**config.mk**
```make
export PLATFORM = sky130hd
export DESIGN_NAME = gne_rem
export DESIGN_NICKNAME = d
export VERILOG_FILES = /design/src/design/gne_pkg.sv /design/src/design/gne_rem.sv
export SDC_FILE = /design/constraint.sdc
export NUM_CORES = 1
export LEC_CHECK = 0
export CAP_MARGIN = 20
export CORE_MARGIN = 8
export CORE_UTILIZATION = 35
export DETAILED_ROUTE_END_ITERATION = 8
export DONT_BUFFER_PORTS = 1
export PLACE_DENSITY = 0.55
export SETUP_SLACK_MARGIN = 0.5
export SLEW_MARGIN = 10
export SYNTH_ARGS = -nofsm -noshare
export SYNTH_HDL_FRONTEND = slang
export SYNTH_SLANG_ARGS = --single-unit
```
**constraint.sdc**
```tcl
create_clock -name clk -period 2.9 [get_ports clk]
set_clock_uncertainty 0.2 [all_clocks]
set_input_delay 0 -clock clk [delete_from_list [all_inputs] [get_ports clk]]
set_output_delay 0 -clock clk [all_outputs]
set_load 0.005 [all_outputs]
```
**src/design/gne_pkg.sv**
```systemverilog
// Shared types and constants for the gate netlist evaluator.
package gne_pkg;

  // Field widths of the item and result channels
  localparam int FUNC_W     = 2;
  localparam int IDX_W      = 12;
  localparam int RAW_W      = 16;
  localparam int RAW_KIND_W = 8;
  localparam int SEL_W      = 9;

  // Gate kinds: the raw kind is reduced modulo GATE_KINDS
  localparam int GATE_KINDS = 4;
  localparam int KIND_W     = $clog2(GATE_KINDS);

  // Configuration port and register widths
  localparam int CFG_IDX_W  = 2;
  localparam int CFG_DATA_W = 13;
  localparam int IC_REG_W   = 10;
  localparam int OC_REG_W   = 10;
  localparam int NC_REG_W   = 13;

  typedef enum logic [FUNC_W-1:0] {
    FUNC_GATE  = 2'd0,
    FUNC_INPUT = 2'd1,
    FUNC_EVAL  = 2'd2
  } gne_func_t;

  typedef enum logic [CFG_IDX_W-1:0] {
    CFG_INPUT_COUNT  = 2'd0,
    CFG_OUTPUT_COUNT = 2'd1,
    CFG_NODE_COUNT   = 2'd2
  } gne_cfg_idx_t;

  typedef enum logic [KIND_W-1:0] {
    KIND_XOR  = 2'd0,
    KIND_XNOR = 2'd1,
    KIND_AND  = 2'd2,
    KIND_OR   = 2'd3
  } gne_kind_t;

  typedef enum logic [2:0] {
    ST_CLEAR,
    ST_IDLE,
    ST_REM,
    ST_EVAL,
    ST_RESULT
  } gne_state_t;

endpackage

```
**src/design/gne_rem.sv**
```systemverilog
// Bit-serial remainder unit: reduces two raw operand references by one divisor.
module gne_rem #(
  parameter int DIV_W = 13
) (
  input  logic                       clk,
  input  logic                       rst,
  input  logic                       start,
  input  logic [gne_pkg::RAW_W-1:0]  a_raw,
  input  logic [gne_pkg::RAW_W-1:0]  b_raw,
  input  logic [DIV_W-1:0]           divisor,
  output logic                       done,
  output logic [DIV_W-1:0]           rem_a,
  output logic [DIV_W-1:0]           rem_b
);
  import gne_pkg::*;

  localparam int CNT_W = $clog2(RAW_W);

  logic             busy;
  logic [CNT_W-1:0] cnt;
  logic [RAW_W-1:0] qa;
  logic [RAW_W-1:0] qb;
  logic [DIV_W-1:0] dvsr;
  logic [DIV_W:0]   ta;
  logic [DIV_W:0]   tb;
  logic [DIV_W-1:0] na;
  logic [DIV_W-1:0] nb;

  // One restoring step per lane: shift in next dividend bit, subtract if it fits
  always_comb begin
    ta = {rem_a, qa[RAW_W-1]};
    tb = {rem_b, qb[RAW_W-1]};
    na = (ta >= {1'b0, dvsr}) ? DIV_W'(ta - {1'b0, dvsr}) : ta[DIV_W-1:0];
    nb = (tb >= {1'b0, dvsr}) ? DIV_W'(tb - {1'b0, dvsr}) : tb[DIV_W-1:0];
  end

  // Step control
  always_ff @(posedge clk) begin
    if (rst) begin
      busy <= 1'b0;
      done <= 1'b0;
      cnt  <= '0;
    end else begin
      done <= 1'b0;
      if (start) begin
        busy <= 1'b1;
        cnt  <= '0;
      end else if (busy) begin
        cnt <= cnt + CNT_W'(1);
        if (cnt == CNT_W'(RAW_W - 1)) begin
          busy <= 1'b0;
          done <= 1'b1;
        end
      end
    end
  end

  // Datapath
  always_ff @(posedge clk) begin
    if (start) begin
      qa    <= a_raw;
      qb    <= b_raw;
      dvsr  <= divisor;
      rem_a <= '0;
      rem_b <= '0;
    end else if (busy) begin
      qa    <= qa << 1;
      qb    <= qb << 1;
      rem_a <= na;
      rem_b <= nb;
    end
  end

  // Finished remainders are always reduced
  a_rem_reduced: assert property (@(posedge clk) disable iff (rst)
    done |-> (rem_a < dvsr) && (rem_b < dvsr))
    else $error("remainder not below divisor");

  // A new reduction never starts on top of one in flight
  a_no_restart: assert property (@(posedge clk) disable iff (rst)
    start |-> !busy)
    else $error("remainder unit restarted while busy");

endmodule

```
# After elaboration in Yosys (flattened, before gate mapping)
# Cells that the tools add are included.
# word_totals
reg_bits	77
in_bits	48
output_inout_bits	27
elab_cells	28
# op_classes
add_sub_neg	3
n_lt_le_gt_ge	2
eq_ne	1
muxes	10
bitwise	1
n_reduce_logical	3
# op_table
cell	n
$mux W16	4
$ge A14 B13 Y1	2
$mux W13	2
$sub A13 B13 Y13	2
$add A4 B1 Y4 const B	1
$eq A4 B4 Y1 const B	1
$mux W1	4
$reduce_or A3 Y1	1
$reduce_bool A2 Y1	1
$reduce_or A2 Y1	1
$not A1 Y1	1

# Logic depth before layout (Yosys ltp)
# Gate-level depths: netlist of run 1.
# logic_depth
word_depth	4
depth_mapped	12

# Least setup slack after synthesis of run 1
# No wires, ideal clock.
# synth_path
path_kind	register to register
start	reg qb[15]
end	reg rem_b[0]
setup_time_ps	79
t_arrival_ps	2359
setup_slack_ps	262
stages_incl_launch_ff	12
path_buffers	1
period_less_slack_ps	2638
path_cell_list	edfxtp_1 > inv_1 > ha_1 > fa_1 > nor2b_4 > o31a_1 > o21ai_1 > a21oi_1 > a2111o_1 > buf_6 > mux2_4 > a211oi_2
# synth_via
elab_chain_cells	2
word_cells_on_any_way	3
# synth_rtl
element	line	source
start, declared	gne_rem.sv:22	logic [RAW_W-1:0] qb;
start signal, assigned	gne_rem.sv:62	qb <= b_raw;
start signal, assigned	gne_rem.sv:68	qb <= qb << 1;
$sub A13 B13 Y13 or $ge A14 B13 Y1 (tied branches)	gne_rem.sv:34	nb = (tb >= {1'b0, dvsr}) ? DIV_W'(tb - {1'b0, dvsr}) : tb[DIV_W-1:0];
$mux W13 (*)	gne_rem.sv:34	
end signal, assigned	gne_rem.sv:70	rem_b <= nb;
end, declared	gne_rem.sv:13	output logic [DIV_W-1:0] rem_b
# Every way passes the cells marked *; elsewhere a longest branch is shown, timed or not.
# A chain may end at the register's enable or synchronous reset.

# Worst setup path after layout of run 1
# layout_path
start	reg qb[15]
end	reg rem_b[3]
# Same word-level chain as after synthesis.

==> metrics, run 1 <==
Area growth syn-to-layout 32.7%; ranking of synthesized cells by area edfxtp_1 (31%), dfxtp_1 (15%), mux2_2 (8.0%); ys flop type edfxtp_1; Worst Setup Start Kind flop; I/O pin count 75; Max clock buf depth 2; n_diodes 0; sequential fraction of the synthesis area 0.454; DIE HEIGHT 128 um; GRT Util Overall 0.144; core area roughly 0.012 mm^2; CP max FO 5; grt met1 use 0.155; largest net degree at the start of global routing 65; Die W 128 um; Die ar. around 0.016 mm^2; CTS buffer count 9; post-route worst setup slack approximately 0.26 ns; synthesized area about 0.0044 mm^2; Synth top area share 0.308; Mapped Cells 420; layout cell share with drive strength beyond 1 0.247; R2R setup slack roughly 0.26 ns; met3 usage 0.0649; crit path DAT about 2.7 ns; CTS H-tree lvls 3; dpl hpwl about 7900 um; Net count, final ~580; Post-synth ARST share 0; minimum clock period between 2 and 3 ns; synth warn 0; crit path kind reg -> reg; clk sinks between 70 and 80; Initial Utilization 0.353; synth unique cells between 50 and 60; Place WS ~0.12 ns; Max VDD drop slightly above 0.0005 V; length in cells of the worst reg-to-reg path 12; worst relative slew slack 0.436; fin. max-slew vios 0; HP Start divisor[2]; RSZ-0062 raised after global routing yes; top-count cell post-synth edfxtp_1; first-pass GRT wire length ~18,000 um; reg2reg end rem_b[3]; synthesized flop and latch total a little under 80; # DRC 0; required time of the critical path ~3 ns; P_leak about 2.2 nW; post-detailed-route count of antenna-violating nets 0; CTS root buf clkbuf_16; Routed WL roughly 12,000 um; Routed WL per cell roughly 17 um; average size of a mapped cell ~10 um^2; clock latency on the worst-skew pair between 0.3 and 0.4 ns; via count 3,537; fill cell count between 1,000 and 1,500; max_cap viols 0; Critical Path End Type flop; antenna violations before repair 0; outcome completed; clk slew on worst S/H paths roughly 0.06 ns; Top Usage Layer GRT met2; Starting DRT DRC Count between 200 and 250; CTS tree built; routability cong. 0.836; vias in the first global route ~3,600; Final setup viols 0; drt via density between 5 and 6; reg2reg start qb[15]; pwr/cell area around 550 mW/mm^2; DR pass1 iterations 4; Hold EP dvsr[2]; # rows between 40 and 50; Least-Margin Pin Slew roughly 0.84 ns; worst hold stages 1; HP Class in -> reg; final hold violations 0; fmax 379 MHz; Overflow after GRT 0; Synthesized Nets a little under 500; period utilization 0.910; list of most frequent post-synthesis cells edfxtp_1 (45), nor2_1 (36), dfxtp_1 (32), mux2_2 (31); Setup Total Neg Slack 0 ns; Post-synth EDFFs 45; I/O Buffers 0; cell accounting for the most synthesized area edfxtp_1; met2 Track Usage GR 0.245
-- worst max-delay path: stages, from the launching register on --
cell and delay, ns:
edfxtp_1 0.39, inv_2 0.09, ha_4 0.13, fa_2 0.22, nor2b_4 0.05, o31a_1 0.26, o21ai_2 0.17, a21oi_2 0.07
a2111o_1 0.36, buf_6 0.16, buf_6 0.12, mux2i_1 0.11, a211oi_1 0.23
-- worst max path at each step --
stage               startpoint        end  slack, ns  depth (start not counted)
floorplan               qb[15]  rem_b[12]       0.35                         12
global placement        qb[15]  rem_b[12]       0.16                         11
detailed placement      qb[15]  rem_b[12]       0.12                         11
CTS                     qb[15]   rem_b[0]       0.19                         11
global route           dvsr[3]   rem_b[3]       0.15                         11
finish                  qb[15]   rem_b[3]       0.26                         12
-- power breakdown --
part / internal, mW / switching (mW) / total [mW] / leakage [nW]
logic: 0.379 / 0.384 / 0.763 / 1.40
registers: 1.26 / 0.0570 / 1.32 / 0.712
clock network: 0.671 / 0.462 / 1.13 / 0.136
total: 2.31 / 0.903 / 3.21 / 2.25
-- metal layers --
layer,wire (um),vias up
met2,5810,98
met4,199,0
met5,0,-
met3,848,16
li1,-,1716
met1,4810,1707
-- registers in the layout, indices dropped and copies added, names as in the netlist --
| name | flops |
|---|---|
| qa | 16 |
| qb | 16 |
| dvsr | 13 |
| rem_a | 13 |
| rem_b | 13 |
| cnt | 4 |
| busy | 1 |
| done | 1 |
-- kinds of logic (layout without fill, tap and decap cells) --
| logic type | after synthesis | after routing | synth area share |
|---|---|---|---|
| flops | 77 | 77 | 0.454 |
| xor+xnor | 20 | 20 | 0.0399 |
| fa+ha+maj | 29 | 29 | 0.0861 |
| buf+inv | 36 | 119 | 0.0328 |
| simple gates | 112 | 112 | 0.124 |
| compound gates | 103 | 103 | 0.155 |
| mux | 43 | 43 | 0.108 |
-- area by class of cell --
cell class / instances / area, um^2 / area share
well taps: 172 / 215 / 0.0370
repair buffers: 82 / 782 / 0.134
multi-input cells: 307 / 2460 / 0.422
clock buffers: 11 / 233 / 0.0400
flip-flops and latches: 77 / 1990 / 0.342
inverters: 21 / 78.8 / 0.0135
clock inverters: 5 / 62.6 / 0.0107
-- per-stage QoR --
step	cell area, um^2	std cells	power, mW	hold WS (ns)	util
final	5820	675	3.21	0.0877	0.469
after global routing	5820	675	3.38	0.0745	0.469
after CTS	5710	669	3.21	0.0699	0.460
after detailed placement	4640	588	1.91	-0.123	0.374
after global placement	4640	588	1.90	-0.123	0.374
after floorplan	4420	420	1.79	-0.128	-
-- what timing repair did --
action,4_1_cts,5_1_grt
cloned,1,0
hold endpoints to repair,90,0
hold buffers,49,0
pin swaps,15,13
buffers inserted,15,6
gates resized for setup,37,18
endpoints found under the setup margin,26,26
-- cells in the final DEF, fill, tap and decap left out, types with 3 or more instances in the layout --
cell and n:
o21ai_0 19, a21oi_2 3, xnor2_1 13, nand2_1 25, a21o_1 4, o211ai_1 4, ha_2 6, nor3_1 7
edfxtp_1 45, nor2b_1 4, and3_1 4, o21ai_1 8, a31oi_1 3, buf_6 7, nand3_1 8, mux2_2 31
o31a_1 4, nor2_1 36, a211oi_1 7, mux2i_1 11, nand4_1 4, a21oi_1 18, xor2_1 7, nand2b_1 4
inv_1 16, or2_2 3, and3_4 3, o21a_1 6, o31ai_2 3, dlygate4sd3_1 48, buf_4 26, dfxtp_1 31
inv_2 4, ha_1 20, clkbuf_16 9
Power figures use the tool's default switching activity.
==> run 2: changes to the inputs <==
--- a/config.mk
+++ b/config.mk
@@ -11,7 +11,7 @@
 export DETAILED_ROUTE_END_ITERATION = 8
 export DONT_BUFFER_PORTS = 1
 export PLACE_DENSITY = 0.55
-export SETUP_SLACK_MARGIN = 0.5
+export SETUP_SLACK_MARGIN = 0.02
 export SLEW_MARGIN = 10
 export SYNTH_ARGS = -nofsm -noshare
 export SYNTH_HDL_FRONTEND = slang
==> run 2 against run 1 <==
Effect of this change:
- design area fell by 3.6%
- wire length fell by 8.3%
- die area did not move
- setup slack got worse by 0.20 ns
- core utilization fell by 1.7 points
- combinational power fell by 10%
- critical path type unchanged
- largest power group unchanged
==> metrics, run 2 (synthesis gave the netlist of run 1 again) <==
vias in the first global route roughly 3,300; routability cong. about 0.84; I/O pin count 75; largest net degree at the start of global routing between 60 and 70; fmax about 350 MHz; core area roughly 0.012 mm^2; Top Family by Delay on Critical Path compound AO/OA/AOI/OAI gates; crit path DAT between 2 and 3 ns; minimum clock period approximately 2.8 ns; PnR Total Power ~3.2 mW; clk sinks 77; fin. max-slew vios 0; HP Class in -> reg; max_cap viols 0; P_leak 2.23 nW; outcome completed; worst path buffer plus inverter count 2; Final setup viols 0; Die W between 100 and 150 um; CTS buffer count 9; Critical Path End Type flop; Overflow after GRT 0; drt via density between 4 and 5; Routed WL per cell around 16 um; Net count, final 570; n_diodes 0; Core Util, Final 0.452; CTS root buf clkbuf_16; GRT Util Overall 0.135; required time of the critical path between 2 and 3 ns; Initial Utilization 0.353; antenna violations before repair 0; commonest non-fill, non-tap cells in the layout dlygate4sd3_1 (48), edfxtp_1 (45), nor2_1 (36); I/O Buffers 0; critical path's slowest cell a2111o_2; period utilization 0.980; clk slew on worst S/H paths 0.06 ns; dpl hpwl between 7000 and 8000 um; final hold violations 0; Max clock buf depth 2; Max VDD drop ~0.00046 V; layout cell share with drive strength beyond 1 0.185; post-detailed-route count of antenna-violating nets 0; Die ar. 0.0164 mm^2; DIE HEIGHT 128 um; CTS H-tree lvls 3; RSZ-0062 raised after global routing yes; Area growth syn-to-layout 27.9%; Least-Margin Pin Slew about 0.86 ns; largest registers qa x16, qb x16; worst-path cell chain inv_2, ha_4, fa_2, nor2b_4, o31a_1, o21ai_2, a21oi_2, a2111o_2, buf_12, mux2_2, o21a_1; CP max stage delay around 0.54 ns; worst relative slew slack 0.427; Worst Setup Start Kind flop; clock latency on the worst-skew pair ~0.35 ns; Starting DRT DRC Count between 200 and 250; # DRC 0; # rows between 40 and 50; CTS tree built; CP max FO 5; commonest non-fill, non-tap cell in the layout dlygate4sd3_1; DR pass1 iterations 5; via count approximately 3,300; worst hold margin around 0.077 ns; Setup Total Neg Slack 0 ns; first-pass GRT wire length ~17,000 um; pwr/cell area about 560 mW/mm^2; crit path kind reg -> reg; Routed WL approximately 11,000 um
==> run 2: changes by cell type in the layout (fill, tap and decap cells not counted), moves of 4 or more <==
cell     before  now
o31ai_1       0    4
o21ai_0      19   26
o21ai_1       8    1
ha_1         20   26
ha_2          6    0
buf_6         7    0
==> run 2: stage by stage <==
step / cell area (um^2) / worst slack (ns) / cells
2_1_floorplan: 4390 / 0.262 / 420
3_3_place_gp: 4710 / 0.0873 / 600
3_5_place_dp: 4710 / -0.0530 / 600
4_1_cts: 5530 / 0.0551 / 665
5_1_grt: 5610 / -0.0510 / 670
6_report: 5610 / 0.0569 / 670
==> run 2: power breakdown <==
group          total (mW)  leakage [nW]  switching (mW)  internal [mW]
clock                1.16         0.150           0.481          0.680
sequential           1.31         0.712          0.0501           1.26
combinational       0.687          1.36           0.341          0.346
==> run 2: path summary, 6_finish.rpt <==
path                                 start        end  slack (ns)  cells after the start
worst max-delay path                qb[15]   rem_b[4]        0.06                     11
worst min-delay path            divisor[8]    dvsr[8]        0.08                      1
worst max register to register      qb[15]   rem_b[4]        0.06                     11
worst min register to register   rem_a[12]  rem_a[12]        0.31                      2
==> run 2: layer usage <==
layer | share of wire | routed length [um] | global-route usage
met5 | 0 | 0 | 0
met4 | 0.013 | 140 | 0.0378
met3 | 0.078 | 837 | 0.0645
met2 | 0.47 | 5060 | 0.214
met1 | 0.44 | 4670 | 0.160
==> run 2: cell type report <==
| class | count | area [um^2] |
|---|---|---|
| Clock inverter | 7 | 80.1 |
| Fill cell | 1209 | 6800 |
| Tap cell | 172 | 215 |
| Clock buffer | 9 | 225 |
| Sequential cell | 77 | 1990 |
| Multi-Input combinational cell | 307 | 2290 |
| Timing Repair Buffer | 77 | 731 |
| Inverter | 21 | 78.8 |
==> run 2: timing repair <==
item,in CTS,in global routing
pin swaps,1,5
hold buffers,49,0
setup buffers,0,5
setup endpoints to repair,8,21
gates resized for setup,1,11
endpoints found under the hold margin,90,0
cloned,0,0
